==> config.mk <==
export PLATFORM = sky130hd
export DESIGN_NAME = i2c_master_transfer_sequencer
export DESIGN_NICKNAME = d
export VERILOG_FILES = /design/src/rtl/i2cseq_pkg.sv /design/src/rtl/i2c_master_transfer_sequencer.sv
export VERILOG_INCLUDE_DIRS = /design/src /design/src/rtl
export SDC_FILE = /design/constraint.sdc
export NUM_CORES = 1
export LEC_CHECK = 0
export BUFFER_PORTS_ARGS = -buffer_cell sky130_fd_sc_hd__buf_2
export CORE_AREA = 2 2 166 201
export CTS_CLUSTER_DIAMETER = 150
export CTS_CLUSTER_SIZE = 24
export DETAILED_ROUTE_END_ITERATION = 16
export DIE_AREA = 0 0 168 203
export GPL_TIMING_DRIVEN = 0
export PLACE_DENSITY_LB_ADDON = 0.08
export SYNTH_ARGS = -nofsm -noshare
export SYNTH_HDL_FRONTEND = slang
export SYNTH_SLANG_ARGS = --single-unit
export TNS_END_PERCENT = 30
==> constraint.sdc <==
create_clock -name clk -period 4.9 [get_ports clk]
set_input_delay 0.49 -clock clk [delete_from_list [all_inputs] [get_ports clk]]
set_output_delay 0.49 -clock clk [all_outputs]
set_load 0.01 [all_outputs]
==> src/rtl/i2c_master_transfer_sequencer_macros.svh <==
// Assertion macros for the I2C transfer sequencer.
// Expects clk and arst_n in the scope of use.
`ifndef I2C_MASTER_TRANSFER_SEQUENCER_MACROS_SVH
`define I2C_MASTER_TRANSFER_SEQUENCER_MACROS_SVH

// check that cons holds whenever ante holds
`define I2CSEQ_ASSERT_IMPL(lbl, ante, cons) \
	lbl: assert property (@(posedge clk) disable iff (!arst_n) (ante) |-> (cons)) \
		else $error("i2c sequencer check failed");

// check that expr holds at every edge out of reset
`define I2CSEQ_ASSERT_ALWAYS(lbl, expr) \
	lbl: assert property (@(posedge clk) disable iff (!arst_n) (expr)) \
		else $error("i2c sequencer check failed");

`endif

==> src/rtl/i2cseq_pkg.sv <==
// Types and constants for the I2C transfer sequencer.
// No dependencies.
package i2cseq_pkg;

	localparam int DEF_BUF_DEPTH = 16;
	localparam logic [15:0] TIMEOUT_RST = 16'd1000;

	localparam logic [1:0] FN_BEGIN = 2'd0;
	localparam logic [1:0] FN_EVENT = 2'd1;
	localparam logic [1:0] FN_TICK  = 2'd2;
	localparam logic [1:0] FN_LOAD  = 2'd3;

	localparam logic [7:0] ST_START    = 8'h08;
	localparam logic [7:0] ST_RESTART  = 8'h10;
	localparam logic [7:0] ST_ADDR_W   = 8'h18;
	localparam logic [7:0] ST_DATA_W   = 8'h28;
	localparam logic [7:0] ST_ADDR_R   = 8'h40;
	localparam logic [7:0] ST_DATA_ACK = 8'h50;
	localparam logic [7:0] ST_DATA_NAK = 8'h58;

	localparam logic [1:0] ACK_KEEP = 2'd0;
	localparam logic [1:0] ACK_SET  = 2'd1;
	localparam logic [1:0] ACK_CLR  = 2'd2;

	localparam logic [3:0] ERR_OK       = 4'd0;
	localparam logic [3:0] ERR_TIMEOUT  = 4'd1;
	localparam logic [3:0] ERR_START    = 4'd2;
	localparam logic [3:0] ERR_ADDR_W   = 4'd3;
	localparam logic [3:0] ERR_DATA_W   = 4'd4;
	localparam logic [3:0] ERR_RESTART  = 4'd5;
	localparam logic [3:0] ERR_ADDR_R   = 4'd6;
	localparam logic [3:0] ERR_READ     = 4'd7;
	localparam logic [3:0] ERR_LAST     = 4'd8;

	typedef enum logic [2:0] {
		PH_IDLE,
		PH_START,
		PH_ADDR_W,
		PH_DATA_W,
		PH_RESTART,
		PH_ADDR_R,
		PH_READ,
		PH_LAST
	} phase_t;

	typedef struct packed {
		logic [1:0] func;
		logic [6:0] slave_addr;
		logic [4:0] write_count;
		logic [4:0] read_count;
		logic [7:0] status_code;
		logic [7:0] rx_byte;
		logic [7:0] tx_byte;
	} in_item_t;

	typedef struct packed {
		logic       start_request;
		logic       clear_start;
		logic       stop_request;
		logic [1:0] ack_mode;
		logic       clear_flag;
		logic       data_valid;
		logic [7:0] data_out;
		logic       read_valid;
		logic [7:0] read_data;
		logic       done_res;
		logic [3:0] error_code;
	} out_item_t;

endpackage

==> src/rtl/i2c_master_transfer_sequencer.sv <==
// I2C master write-then-read frame sequencer, top level.
// Depends on i2cseq_pkg and i2c_master_transfer_sequencer_macros.svh.
//
// Usage:
// in channel (in_valid/in_ready/in_data) carries frame begin, engine
// completion events, timeout ticks and transmit buffer loads. Every accepted
// item yields exactly one item on the out channel (out_valid/out_ready/
// out_data) with the engine requests for that step.
// Results are registered. One item per cycle is sustained while out_ready
// holds; the step is a single pass of compare and select logic between
// the input handshake and the output register.
// A one-entry skid register behind the output register lets an item be
// accepted while the previous result is stalled; in_ready drops only when
// both hold results.
// The cfg channel (cfg_valid/cfg_ready/cfg_data) writes the timeout in
// ticks and is always ready; the user must write it only while no frame is
// running; the block does not enforce this. Reset idles the sequencer,
// empties the output stages, sets timeout to 1000 ticks, keeps the buffer.
`include "i2c_master_transfer_sequencer_macros.svh"

module i2c_master_transfer_sequencer #(
	parameter int BUF_DEPTH = i2cseq_pkg::DEF_BUF_DEPTH
) (
	input  logic                  clk,
	input  logic                  arst_n,
	input  logic                  in_valid,
	output logic                  in_ready,
	input  i2cseq_pkg::in_item_t  in_data,
	output logic                  out_valid,
	input  logic                  out_ready,
	output i2cseq_pkg::out_item_t out_data,
	input  logic                  cfg_valid,
	output logic                  cfg_ready,
	input  logic [15:0]           cfg_data
);
	import i2cseq_pkg::*;

	localparam int IDX_W = (BUF_DEPTH > 1) ? $clog2(BUF_DEPTH) : 1;
	localparam int CNT_W = $clog2(BUF_DEPTH + 1);
	localparam logic [4:0] WL_MAX = 5'((BUF_DEPTH > 31) ? 31 : BUF_DEPTH);
	localparam logic [CNT_W-1:0] DEPTH_C = CNT_W'(BUF_DEPTH);

	phase_t           phase_q, phase_d;
	logic [6:0]       addr_q, addr_d;
	logic [4:0]       wl_q, wl_d;
	logic [4:0]       rl_q, rl_d;
	logic [CNT_W-1:0] bi_q, bi_d, bi_nxt;
	logic [CNT_W-1:0] li_q, li_d;
	logic [15:0]      wait_q, wait_d, wait_inc;
	logic [15:0]      timeout_q;
	logic             buf_we;
	logic [7:0]       buf_mem [BUF_DEPTH];
	logic [7:0]       buf_rd_q;

	out_item_t res;
	out_item_t out_q, skid_q;
	logic      out_valid_q, skid_valid_q;
	logic      in_fire, out_fire;
	logic      fin;
	logic [3:0] fin_err;

	assign in_fire   = in_valid & in_ready;
	assign out_fire  = out_valid_q & out_ready;
	assign in_ready  = ~skid_valid_q;
	assign out_valid = out_valid_q;
	assign out_data  = out_q;
	assign cfg_ready = 1'b1;

	assign wait_inc = (wait_q == 16'hFFFF) ? wait_q : wait_q + 16'd1;

	always_comb begin
		phase_d = phase_q;
		addr_d  = addr_q;
		wl_d    = wl_q;
		rl_d    = rl_q;
		bi_d    = bi_q;
		li_d    = li_q;
		wait_d  = wait_q;
		buf_we  = 1'b0;
		fin     = 1'b0;
		fin_err = ERR_OK;
		res     = '0;
		case (in_data.func)
			FN_BEGIN: begin
				if (phase_q == PH_IDLE) begin
					addr_d = in_data.slave_addr;
					wl_d = (32'(in_data.write_count) > BUF_DEPTH) ? WL_MAX
						: in_data.write_count;
					rl_d = in_data.read_count;
					bi_d = '0;
					wait_d = '0;
					res.clear_flag = 1'b1;
					res.start_request = 1'b1;
					phase_d = PH_START;
				end
			end
			FN_EVENT: begin
				if (phase_q != PH_IDLE) begin
					wait_d = '0;
					case (phase_q)
						PH_START: begin
							if (in_data.status_code != ST_START &&
								in_data.status_code != ST_RESTART) begin
								fin = 1'b1;
								fin_err = ERR_START;
							end else if (wl_q != '0 || rl_q != '0) begin
								res.data_valid = 1'b1;
								res.data_out = {addr_q, (wl_q == '0)};
								res.ack_mode = ACK_SET;
								res.clear_start = 1'b1;
								res.clear_flag = 1'b1;
								phase_d = (wl_q != '0) ? PH_ADDR_W : PH_ADDR_R;
							end else begin
								fin = 1'b1;
							end
						end
						PH_ADDR_W, PH_DATA_W: begin
							if (phase_q == PH_ADDR_W && in_data.status_code != ST_ADDR_W) begin
								fin = 1'b1;
								fin_err = ERR_ADDR_W;
							end else if (phase_q == PH_DATA_W &&
								in_data.status_code != ST_DATA_W) begin
								fin = 1'b1;
								fin_err = ERR_DATA_W;
							end else if (wl_q != '0) begin
								res.data_valid = 1'b1;
								res.data_out = (bi_q < DEPTH_C) ? buf_rd_q : 8'h00;
								res.clear_flag = 1'b1;
								bi_d = bi_q + CNT_W'(1);
								wl_d = wl_q - 5'd1;
								phase_d = PH_DATA_W;
							end else if (rl_q != '0) begin
								res.start_request = 1'b1;
								res.clear_flag = 1'b1;
								phase_d = PH_RESTART;
							end else begin
								fin = 1'b1;
							end
						end
						PH_RESTART: begin
							if (in_data.status_code != ST_RESTART) begin
								fin = 1'b1;
								fin_err = ERR_RESTART;
							end else begin
								res.data_valid = 1'b1;
								res.data_out = {addr_q, 1'b1};
								res.ack_mode = ACK_SET;
								res.clear_start = 1'b1;
								res.clear_flag = 1'b1;
								phase_d = PH_ADDR_R;
							end
						end
						PH_ADDR_R, PH_READ: begin
							if (phase_q == PH_ADDR_R && in_data.status_code != ST_ADDR_R) begin
								fin = 1'b1;
								fin_err = ERR_ADDR_R;
							end else if (phase_q == PH_READ &&
								in_data.status_code != ST_DATA_ACK) begin
								fin = 1'b1;
								fin_err = ERR_READ;
							end else if (rl_q == '0) begin
								fin = 1'b1;
							end else begin
								if (phase_q == PH_READ) begin
									res.read_valid = 1'b1;
									res.read_data = in_data.rx_byte;
								end
								rl_d = rl_q - 5'd1;
								res.clear_flag = 1'b1;
								if (rl_q == 5'd1) begin
									res.ack_mode = ACK_CLR;
									phase_d = PH_LAST;
								end else begin
									phase_d = PH_READ;
								end
							end
						end
						PH_LAST: begin
							fin = 1'b1;
							if (in_data.status_code != ST_DATA_NAK) begin
								fin_err = ERR_LAST;
							end else begin
								res.read_valid = 1'b1;
								res.read_data = in_data.rx_byte;
							end
						end
						default: begin
						end
					endcase
				end
			end
			FN_TICK: begin
				if (phase_q != PH_IDLE) begin
					wait_d = wait_inc;
					if (wait_inc >= timeout_q) begin
						wait_d = '0;
						fin = 1'b1;
						fin_err = ERR_TIMEOUT;
					end
				end
			end
			FN_LOAD: begin
				if (phase_q == PH_IDLE && li_q < DEPTH_C) begin
					buf_we = 1'b1;
					li_d = li_q + CNT_W'(1);
				end
			end
			default: begin
			end
		endcase
		if (fin) begin
			res.clear_start = (fin_err != ERR_OK);
			res.stop_request = 1'b1;
			res.clear_flag = 1'b1;
			res.done_res = 1'b1;
			res.error_code = fin_err;
			phase_d = PH_IDLE;
			li_d = '0;
			wl_d = '0;
			rl_d = '0;
			bi_d = '0;
		end
	end

	assign bi_nxt = in_fire ? bi_d : bi_q;

	always_ff @(posedge clk or negedge arst_n) begin
		if (!arst_n) begin
			phase_q   <= PH_IDLE;
			addr_q    <= '0;
			wl_q      <= '0;
			rl_q      <= '0;
			bi_q      <= '0;
			li_q      <= '0;
			wait_q    <= '0;
			timeout_q <= TIMEOUT_RST;
		end else begin
			if (cfg_valid && cfg_ready) begin
				timeout_q <= cfg_data;
			end
			if (in_fire) begin
				phase_q <= phase_d;
				addr_q  <= addr_d;
				wl_q    <= wl_d;
				rl_q    <= rl_d;
				bi_q    <= bi_d;
				li_q    <= li_d;
				wait_q  <= wait_d;
			end
		end
	end

	// prefetch the entry the next write step sends
	always_ff @(posedge clk) begin
		if (in_fire && buf_we) begin
			buf_mem[li_q[IDX_W-1:0]] <= in_data.tx_byte;
		end
		buf_rd_q <= buf_mem[bi_nxt[IDX_W-1:0]];
	end

	always_ff @(posedge clk or negedge arst_n) begin
		if (!arst_n) begin
			out_valid_q  <= 1'b0;
			skid_valid_q <= 1'b0;
		end else begin
			if (out_fire || !out_valid_q) begin
				if (skid_valid_q) begin
					out_valid_q  <= 1'b1;
					skid_valid_q <= 1'b0;
				end else begin
					out_valid_q <= in_fire;
				end
			end else if (in_fire) begin
				skid_valid_q <= 1'b1;
			end
		end
	end

	always_ff @(posedge clk) begin
		if (out_fire || !out_valid_q) begin
			out_q <= skid_valid_q ? skid_q : res;
		end else if (in_fire) begin
			skid_q <= res;
		end
	end

	`I2CSEQ_ASSERT_IMPL(a_skid_behind_out, skid_valid_q, out_valid_q)
	`I2CSEQ_ASSERT_IMPL(a_err_only_on_done, out_valid_q && !out_q.done_res,
		out_q.error_code == ERR_OK)
	`I2CSEQ_ASSERT_IMPL(a_idle_counts_clear, phase_q == PH_IDLE,
		wl_q == '0 && rl_q == '0 && bi_q == '0)
	`I2CSEQ_ASSERT_ALWAYS(a_index_in_range, bi_q <= DEPTH_C && li_q <= DEPTH_C)

endmodule

==> results.sh, run 1 <==
export IMPL_cp_cell_sequence="ha_1 -> nand3_2 -> nand4bb_4 -> or3_4 -> xnor2_1 -> ha_1 -> nand2b_1 -> a2111oi_2 -> o211ai_1 -> a211oi_2 -> buf_4 -> nor2_1 -> o31a_2 -> inv_2 -> buf_2 -> o311ai_2 -> o22ai_2 -> a311o_1"
export IMPL_dr_pass1_iters=5
export IMPL_routed_wirelength_um=32800
export IMPL_n_antenna_cell=0
export IMPL_cts_sinks=256
export IMPL_placed_cell_area_um2=13800
export IMPL_required_ns=5.33
export IMPL_numPortBuffers=92
export IMPL_h_tree_depth=1
export IMPL_layout_min_cycle_time_ns=4.75
export IMPL_synth_enable_flop_cells=184
export IMPL_final_cell_mix="184 x edfxtp_1, 131 x nand2_1, 98 x buf_2, 77 x inv_1, 65 x o21ai_0"
export IMPL_synth_largest_area_cell="edfxtp_1"
export IMPL_drc=0
export IMPL_io_pins=96
export IMPL_overflow=0
export IMPL_fin_crit_sh_pct=96.8
export IMPL_met2_usage_pct=33.9
export IMPL_maxCapViolations=0
export IMPL_fillers=3007
export IMPL_num_rows=72
export IMPL_worstMarginPinSlew_ns=1.29
export IMPL_reg2reg_depth=18
export IMPL_critPathArrivalTime_ns=5.17
export IMPL_finalInstanceArea_um2=14600
export IMPL_crit_reg2reg_launch="wait_q[0]$_DFFE_PN0P_"
export IMPL_path_clk_slew_ns=0.11
export IMPL_synth_compound_area_share_pct=18.3
export IMPL_cp_end_kind="flop"
export IMPL_power_leakage_nw=5.58
export IMPL_post_drt_wl_per_cell_um=19.6
export IMPL_regToRegSetupSlack_ns=0.15
export IMPL_drt_iter0_markers=666
export IMPL_yosys_area_share_xor_xnor_pct=1.24
export IMPL_grt_busiest_layer="met2"
export IMPL_vdd_ir_drop_max_v=0.000277
export IMPL_crit_path_frequent_cell="ha_1"
export IMPL_vias_per_cell=5.42
export IMPL_hpwl_um=24000
export IMPL_maxClockFrequency_ghz=0.211
export IMPL_grt_start_max_net_pins=65
export IMPL_synth_top_family_by_area="compound AO/OA/AOI/OAI gates"
export IMPL_syn_nets=1235
export IMPL_synth_async_sr_flop_share_pct=25.0
export IMPL_slowest_stage="o31a_2"
export IMPL_crit_path_end="buf_rd_q[5]$_DFF_P_"
export IMPL_nets=1353
export IMPL_final_common_cell="edfxtp_1"
export IMPL_synth_top_cell_area_share_pct=43.3
export IMPL_synth_fa_ha_area_share_pct=3.04
export IMPL_root_buffer="clkbuf_16"
export IMPL_die_h_um=203
export IMPL_hold_path_class="input pin to flop"
export IMPL_vias=9076
export IMPL_rr_endpoint="buf_rd_q[5]$_DFF_P_"
export IMPL_synth_area_um2=12700
export IMPL_crit_buf_inv=3
export IMPL_synth_yosys_seq_area_share_pct=57.2
export IMPL_ys_top_cells_by_area="edfxtp_1 43%, dfrtp_1 11%, nand2_1 3.9%, a211oi_1 3.8%, ha_1 3.0%"
export IMPL_die_w_um=168
export IMPL_path_delay_family="compound AO/OA/AOI/OAI gates"
export IMPL_first_global_vias=9226
export IMPL_final_layout_size_suffix_gt1_share_pct=20.2
export IMPL_status="complete, no violations"
export IMPL_drv_slew=0
export IMPL_synth_mux_area_share_pct=2.69
export IMPL_syn_avg_cell_area_um2=11.2
export IMPL_ys_flop_type="edfxtp_1"
export IMPL_layout_area_overhead_vs_synth_pct=14.4
export IMPL_synth_simple_area_share_pct=12.5
export IMPL_fin_worst_skew_ns=0.0237
export IMPL_critical_path_class="flop to flop"
export IMPL_antenna_found_initial=0
export IMPL_cp_startpoint="wait_q[0]$_DFFE_PN0P_"
export IMPL_syn_inst=1140
export IMPL_hold_violations=0
export IMPL_cts_buffers=14
export IMPL_slew_headroom_pct=13.6
export IMPL_gp_congestion=0.873
export IMPL_cts_buffer_depth=3
export IMPL_critPathMaxStageDelay_ns=0.49
export IMPL_fin_total_pwr_mw=5.55
export IMPL_ys_types=85
export IMPL_ant_nets=0
export IMPL_cp_max_fo=10
export IMPL_startpoint_type="flop"
export IMPL_holdCritStartpoint="cfg_data[8]"
export IMPL_setup_viol=0
export IMPL_start_util_pct=39.9
export IMPL_met1_usage_pct=24.8
export IMPL_power_density_nw_per_um2=381
export IMPL_clk_latency_ns=0.50
export IMPL_coreArea_um2=32000
export IMPL_cts_tree="built"
export IMPL_track_usage_pct=19.1
export IMPL_cp_num_cells=18
export IMPL_grt_pass1_wl_um=51500
export IMPL_met3_usage_pct=1.87
export IMPL_ys_warn_count=0
export IMPL_dieArea_um2=34100
export IMPL_synth_seq_cells=256
-- per-stage QoR --
stage / cells / hold slack [ns] / setup TNS (ns) / setup WS (ns) / util (%)
final: 1673 / 0.210 / 0 / 0.154 / 45.6
after floorplan: 1140 / 0.194 / 0 / 0.548 / -
after CTS: 1670 / 0.184 / 0 / 0.00505 / 45.0
after global placement: 1639 / 0.489 / -14.74 / -0.916 / 42.9
after global routing: 1673 / 0.205 / -0.0657 / -0.0186 / 45.6
after detailed placement: 1644 / 0.496 / -14.93 / -0.887 / 43.2
-- registers in the layout, indices dropped and copies added, names as in the netlist, 7 cells and up --
| name | cells |
|---|---|
| buf_rd_q | 8 |
| wait_q | 16 |
| skid_q | 28 |
| addr_q | 7 |
| buf_mem | 128 |
| out_data | 28 |
| timeout_q | 16 |
-- tightest hold or removal path, cell delays in order --
cell	delay, ns
buf_2	0.07
nand2_1	0.04
o21ai_0	0.06
-- how the worst min path moves through the flow --
stage                                     to  slack [ns]  cells past startpoint
floorplan              addr_q[0]$_DFFE_PN0P_        0.19                      0
global placement       addr_q[6]$_DFFE_PN0P_        0.49                      1
detailed placement     addr_q[5]$_DFFE_PN0P_        0.50                      1
CTS                 timeout_q[1]$_DFFE_PN0P_        0.18                      3
global route        timeout_q[6]$_DFFE_PN1P_        0.21                      3
finish              timeout_q[8]$_DFFE_PN1P_        0.21                      3
-- metal layers --
metal | part of all wire (%) | vias to the layer above | wire (µm)
met5 | 0 | - | 0
met3 | 3.2 | 44 | 1050
met2 | 50 | 160 | 16300
met1 | 44 | 4399 | 14500
met4 | 2.9 | 0 | 942
li1 | - | 4473 | -
-- logic make-up after synthesis --
group	after synthesis
flip-flops	256
other	1
buffers and inverters	151
XOR/XNOR	18
multiplexers	31
AND/OR/NAND/NOR	321
AO/OA/AOI/OAI	331
adder cells (fa/ha/maj)	31
-- synthesized netlist by cell type (18+ instances only) --
cell type / instances
a21oi_1: 60
nand2b_1: 22
nor2_1: 46
nor3_1: 20
o21ai_0: 68
edfxtp_1: 184
clkbuf_1: 45
nand3_1: 23
inv_1: 77
ha_1: 31
nand2_1: 131
a211oi_1: 64
o31ai_1: 18
dfrtp_1: 58
mux2_2: 25
-- final cells by class --
type                    count  area [µm²]  share of cell area, %
clock buffers              23         405                   2.78
plain buffers              68         363                   2.49
well taps                 407         509                   3.49
clock inverters             1        8.76                 0.0600
flip-flops and latches    256        7300                   50.0
inverters                  81         304                   2.08
multi-input cells         733        5130                   35.1
repair buffers            104         576                   3.95
-- power breakdown --
group	switching, mW	internal [mW]	total [mW]
clock network	0.700	0.579	1.28
logic	1.01	0.623	1.63
registers	0.129	2.51	2.64
-- what timing repair did --
item | CTS | global route
hold endpoints to repair | 39 | 0
gates resized for setup | 38 | 48
endpoints found under the setup margin | 33 | 16
pin swaps | 6 | 5
setup buffers | 3 | 3
hold buffers | 1 | 0
No activity file was read; power rests on OpenSTA's default activity.
==> run 2, diff against run 1 <==
--- a/config.mk
+++ b/config.mk
@@ -14,6 +14,7 @@
 export DIE_AREA = 0 0 168 203
 export GPL_TIMING_DRIVEN = 0
 export PLACE_DENSITY_LB_ADDON = 0.08
+export SKIP_CTS_REPAIR_TIMING = 1
 export SYNTH_ARGS = -nofsm -noshare
 export SYNTH_HDL_FRONTEND = slang
 export SYNTH_SLANG_ARGS = --single-unit
==> constraint.sdc (replaced) <==
create_clock -name clk -period 5.7 [get_ports clk]
set_input_delay 0.57 -clock clk [delete_from_list [all_inputs] [get_ports clk]]
set_output_delay 0.57 -clock clk [all_outputs]
set_load 0.01 [all_outputs]
==> results.sh, run 2 (same netlist as run 1, synthesis figures left out) <==
export IMPL_overflow=0
export IMPL_largest_reg_flops=128
export IMPL_final_common_cell="edfxtp_1"
export IMPL_start_util_pct=39.9
export IMPL_power_leakage_nw=5.44
export IMPL_io_pins=96
export IMPL_grt_pass1_wl_um=51200
export IMPL_gp_congestion=0.873
export IMPL_fin_total_pwr_mw=4.65
export IMPL_n_antenna_cell=0
export IMPL_cts_tree="built"
export IMPL_fin_worst_skew_ns=0.0263
export IMPL_nets=1347
export IMPL_vias=9024
export IMPL_critical_path_class="flop to flop"
export IMPL_grt_start_max_net_pins=65
export IMPL_critPathArrivalTime_ns=5.82
export IMPL_numPortBuffers=92
export IMPL_setup_viol=0
export IMPL_final_cell_mix="184 x edfxtp_1, 131 x nand2_1, 102 x buf_2, 77 x inv_1, 67 x o21ai_0"
export IMPL_die_h_um=203
export IMPL_drt_iter0_markers=612
export IMPL_slowest_stage="a2111oi_1"
export IMPL_vias_per_cell=5.41
export IMPL_worstMarginPinSlew_ns=1.26
export IMPL_cp_cell_sequence="ha_1 -> nand3_1 -> nand4bb_1 -> or3_1 -> clkbuf_1 -> xnor2_1 -> ha_1 -> nand2b_1 -> a2111oi_1 -> o211ai_1 -> a211oi_2 -> nor2_1 -> o31ai_1 -> buf_2 -> clkbuf_2 -> o311ai_0 -> o22ai_1 -> a311o_1"
export IMPL_hold_violations=0
export IMPL_track_usage_pct=19.0
export IMPL_fillers=3020
export IMPL_cp_max_fo=10
export IMPL_coreArea_um2=32000
export IMPL_startpoint_type="flop"
export IMPL_first_global_vias=9120
export IMPL_drv_slew=0
export IMPL_post_drt_wl_per_cell_um=19.5
export IMPL_dr_pass1_iters=7
export IMPL_utilization_pct=44.6
export IMPL_routed_wirelength_um=32500
export IMPL_cts_buffer_depth=3
export IMPL_die_w_um=168
export IMPL_status="complete, no violations"
export IMPL_num_rows=72
export IMPL_slew_headroom_pct=15.6
export IMPL_cp_end_kind="flop"
export IMPL_crit_buf_inv=3
export IMPL_path_clk_slew_ns=0.11
export IMPL_critPathMaxStageDelay_ns=0.48
export IMPL_hpwl_um=24000
export IMPL_ant_nets=0
export IMPL_root_buffer="clkbuf_16"
export IMPL_hold_path_class="input pin to asynchronous set/reset pin"
export IMPL_h_tree_depth=1
export IMPL_cts_buffers=14
export IMPL_layout_area_overhead_vs_synth_pct=11.9
export IMPL_vdd_ir_drop_max_v=0.000229
export IMPL_clk_latency_ns=0.50
export IMPL_maxClockFrequency_ghz=0.186
export IMPL_path_delay_family="compound AO/OA/AOI/OAI gates"
export IMPL_final_layout_size_suffix_gt1_share_pct=16.5
export IMPL_dieArea_um2=34100
export IMPL_antenna_found_initial=0
export IMPL_drc=0
export IMPL_crit_path_frequent_cell="ha_1"
export IMPL_cts_sinks=256
export IMPL_power_density_nw_per_um2=326
export IMPL_maxCapViolations=0
export IMPL_rsz0062_at_grt="false"
export IMPL_required_ns=6.13
export IMPL_layout_min_cycle_time_ns=5.38
export IMPL_fin_crit_sh_pct=94.4
## run 2: area by class of cell
type	count	area [µm²]	area share [%]
clock inverter	1	8.76	0.0614
tap	407	509	3.57
sequential	256	7290	51.1
buffer	69	339	2.38
timing repair buffer	97	520	3.65
multi-input combinational	733	4880	34.2
clock buffer	23	405	2.84
inverter	81	304	2.13
## run 2: stage by stage
step | instances | hold slack [ns] | worst slack, ns | instance area (µm²) | TNS, ns
final | 1667 | 0.0438 | 0.320 | 14300 | 0
after global routing | 1667 | 0.0503 | 0.00667 | 14300 | 0
after CTS | 1668 | 0.0541 | -0.141 | 14200 | -0.671
after detailed placement | 1644 | 0.496 | -0.0872 | 13800 | -0.318
after global placement | 1639 | 0.489 | -0.116 | 13700 | -0.429
after floorplan | 1140 | 0.274 | 1.35 | 12700 | 0
## run 2: final timing paths
path                                  startpoint  slack [ns]  depth (start not counted)                        to
max                        wait_q[0]$_DFFE_PN0P_        0.32                         18       buf_rd_q[3]$_DFF_P_
max reg2reg                wait_q[0]$_DFFE_PN0P_        0.32                         18       buf_rd_q[3]$_DFF_P_
max in group asynchronous                 arst_n        5.33                          2     addr_q[1]$_DFFE_PN0P_
min in group clk                     cfg_data[8]        0.28                          3  timeout_q[8]$_DFFE_PN1P_
min reg2reg                addr_q[0]$_DFFE_PN0P_        0.52                          1     addr_q[0]$_DFFE_PN0P_
min                                       arst_n        0.04                          2  timeout_q[1]$_DFFE_PN0P_
## run 2: metal layers
metal,part of all wire (%),track usage (%),up-vias
li1,-,-,4461
met1,44,24.7,4355
met2,50,33.7,168
met3,3.4,1.87,40
met4,2.7,5.25,0
met5,0,0,-
## run 2: power breakdown
group	internal (mW)	switching, mW
Combinational	0.465	0.811
Clock	0.498	0.606
Sequential	2.16	0.112
==> run 3, diff against run 2 <==
--- a/config.mk
+++ b/config.mk
@@ -6,7 +6,7 @@
 export SDC_FILE = /design/constraint.sdc
 export NUM_CORES = 1
 export LEC_CHECK = 0
-export BUFFER_PORTS_ARGS = -buffer_cell sky130_fd_sc_hd__buf_2
+export BUFFER_PORTS_ARGS = -buffer_cell sky130_fd_sc_hd__buf_4
 export CORE_AREA = 2 2 166 201
 export CTS_CLUSTER_DIAMETER = 150
 export CTS_CLUSTER_SIZE = 24
==> results.sh, run 3 (same netlist as run 1, synthesis figures left out) <==
export IMPL_tns_ns=0
export IMPL_whs_ns=0.178
export IMPL_nets=1349
export IMPL_hold_path_class="input pin to asynchronous set/reset pin"
export IMPL_grt_pass1_wl_um=51100
export IMPL_gp_congestion=0.881
export IMPL_drv_slew=0
export IMPL_maxClockFrequency_ghz=0.186
export IMPL_die_w_um=168
export IMPL_hold_violations=0
export IMPL_coreArea_um2=32000
export IMPL_maxCapViolations=0
export IMPL_clk_latency_ns=0.49
export IMPL_cp_end_kind="flop"
export IMPL_post_drt_wl_per_cell_um=19.6
export IMPL_fin_worst_skew_ns=0.0202
export IMPL_root_buffer="clkbuf_16"
export IMPL_final_cell_mix="184 x edfxtp_1, 131 x nand2_1, 102 x buf_4, 77 x inv_1, 67 x o21ai_0"
export IMPL_layout_min_cycle_time_ns=5.37
export IMPL_power_leakage_nw=5.51
export IMPL_dr_pass1_iters=5
export IMPL_io_pins=96
export IMPL_cp_max_fo=10
export IMPL_largest_reg_flops=128
export IMPL_numPortBuffers=92
export IMPL_power_density_nw_per_um2=323
export IMPL_worstMarginPinSlew_ns=1.23
export IMPL_placed_cell_area_um2=14000
export IMPL_cts_buffers=14
export IMPL_final_layout_size_suffix_gt1_share_pct=16.6
export IMPL_dieArea_um2=34100
export IMPL_vdd_ir_drop_max_v=0.000268
export IMPL_reg2reg_depth=20
export IMPL_vias=9192
export IMPL_n_antenna_cell=0
export IMPL_crit_reg2reg_launch="wait_q[0]$_DFFE_PN0P_"
export IMPL_startpoint_type="flop"
export IMPL_h_tree_depth=1
export IMPL_vias_per_cell=5.51
export IMPL_slew_headroom_pct=17.2
export IMPL_rr_endpoint="buf_rd_q[2]$_DFF_P_"
export IMPL_hpwl_um=24000
export IMPL_critical_path_class="flop to flop"
export IMPL_setup_viol=0
export IMPL_path_clk_slew_ns=0.11
export IMPL_cts_buffer_depth=3
export IMPL_cts_sinks=256
export IMPL_ant_nets=0
export IMPL_utilization_pct=45.3
export IMPL_cts_tree="built"
export IMPL_status="complete, no violations"
export IMPL_track_usage_pct=18.9
export IMPL_antenna_found_initial=0
export IMPL_pre_cts_ws_ns=-0.274
export IMPL_grt_start_max_net_pins=65
export IMPL_critPathArrivalTime_ns=5.80
export IMPL_die_h_um=203
export IMPL_required_ns=6.13
export IMPL_first_global_vias=9209
export IMPL_overflow=0
export IMPL_final_common_cell="edfxtp_1"
export IMPL_routed_wirelength_um=32800
export IMPL_regToRegSetupSlack_ns=0.33
export IMPL_drc=0
export IMPL_drt_iter0_markers=656
export IMPL_fin_crit_sh_pct=94.2
export IMPL_num_rows=72
export IMPL_finalInstanceArea_um2=14500
export IMPL_start_util_pct=39.9
export IMPL_setup_slack_ns=0.331
export IMPL_layout_area_overhead_vs_synth_pct=13.7
-- run 3: worst max-delay path by stage --
stage	from	endpoint	slack, ns	cells past startpoint
after global routing	wait_q[0]$_DFFE_PN0P_	buf_rd_q[2]$_DFF_P_	-0.003	20
after detailed placement	wait_q[0]$_DFFE_PN0P_	buf_rd_q[5]$_DFF_P_	-0.27	19
final	wait_q[0]$_DFFE_PN0P_	buf_rd_q[2]$_DFF_P_	0.33	20
after CTS	wait_q[0]$_DFFE_PN0P_	buf_rd_q[5]$_DFF_P_	-0.35	19
after floorplan	wait_q[0]$_DFFE_PN0P_	buf_rd_q[5]$_DFF_P_	1.35	19
after global placement	wait_q[0]$_DFFE_PN0P_	buf_rd_q[4]$_DFF_P_	-0.18	19
-- run 3: final cells by class --
cell class,instances,area [µm²]
plain buffers,69,337
clock buffers,23,405
clock inverters,1,8.76
fillers,3023,17500
inverters,81,304
multi-input cells,733,4890
flip-flops and latches,256,7290
well taps,407,509
repair buffers,99,741
-- run 3: critical path, cell delays in order, from the launching register on --
cell	delay, ns
dfrtp_1	0.47
ha_1	0.21
nand3_1	0.14
nand4bb_1	0.32
or3_1	0.40
clkbuf_1	0.21
xnor2_1	0.20
ha_1	0.25
nand2b_1	0.13
a2111oi_0	0.43
o211ai_1	0.21
a211oi_2	0.24
buf_4	0.16
o21bai_1	0.07
o21a_1	0.18
buf_2	0.20
inv_2	0.15
clkbuf_1	0.37
o311ai_0	0.25
o22ai_1	0.48
a311o_1	0.21
-- run 3: metrics by stage --
stage | power [mW] | cells
2_1_floorplan | 3.13 | 1140
3_3_place_gp | 3.58 | 1639
3_5_place_dp | 3.58 | 1643
4_1_cts | 4.70 | 1667
5_1_grt | 4.91 | 1669
6_report | 4.67 | 1669
-- run 3: routing by layer --
metal / GRT usage (%) / vias up / routed length, µm
met5: 0 / - / 0
met4: 4.91 / 0 / 706
met3: 1.81 / 28 / 938
met2: 34.3 / 145 / 16600
met1: 24.2 / 4550 / 14500
li1: - / 4469 / -
-- run 3: where the power goes --
part / total (mW) / internal, mW / switching, mW
registers: 2.27 / 2.16 / 0.112
logic: 1.30 / 0.488 / 0.814
clock network: 1.10 / 0.498 / 0.604
total: 4.67 / 3.15 / 1.53
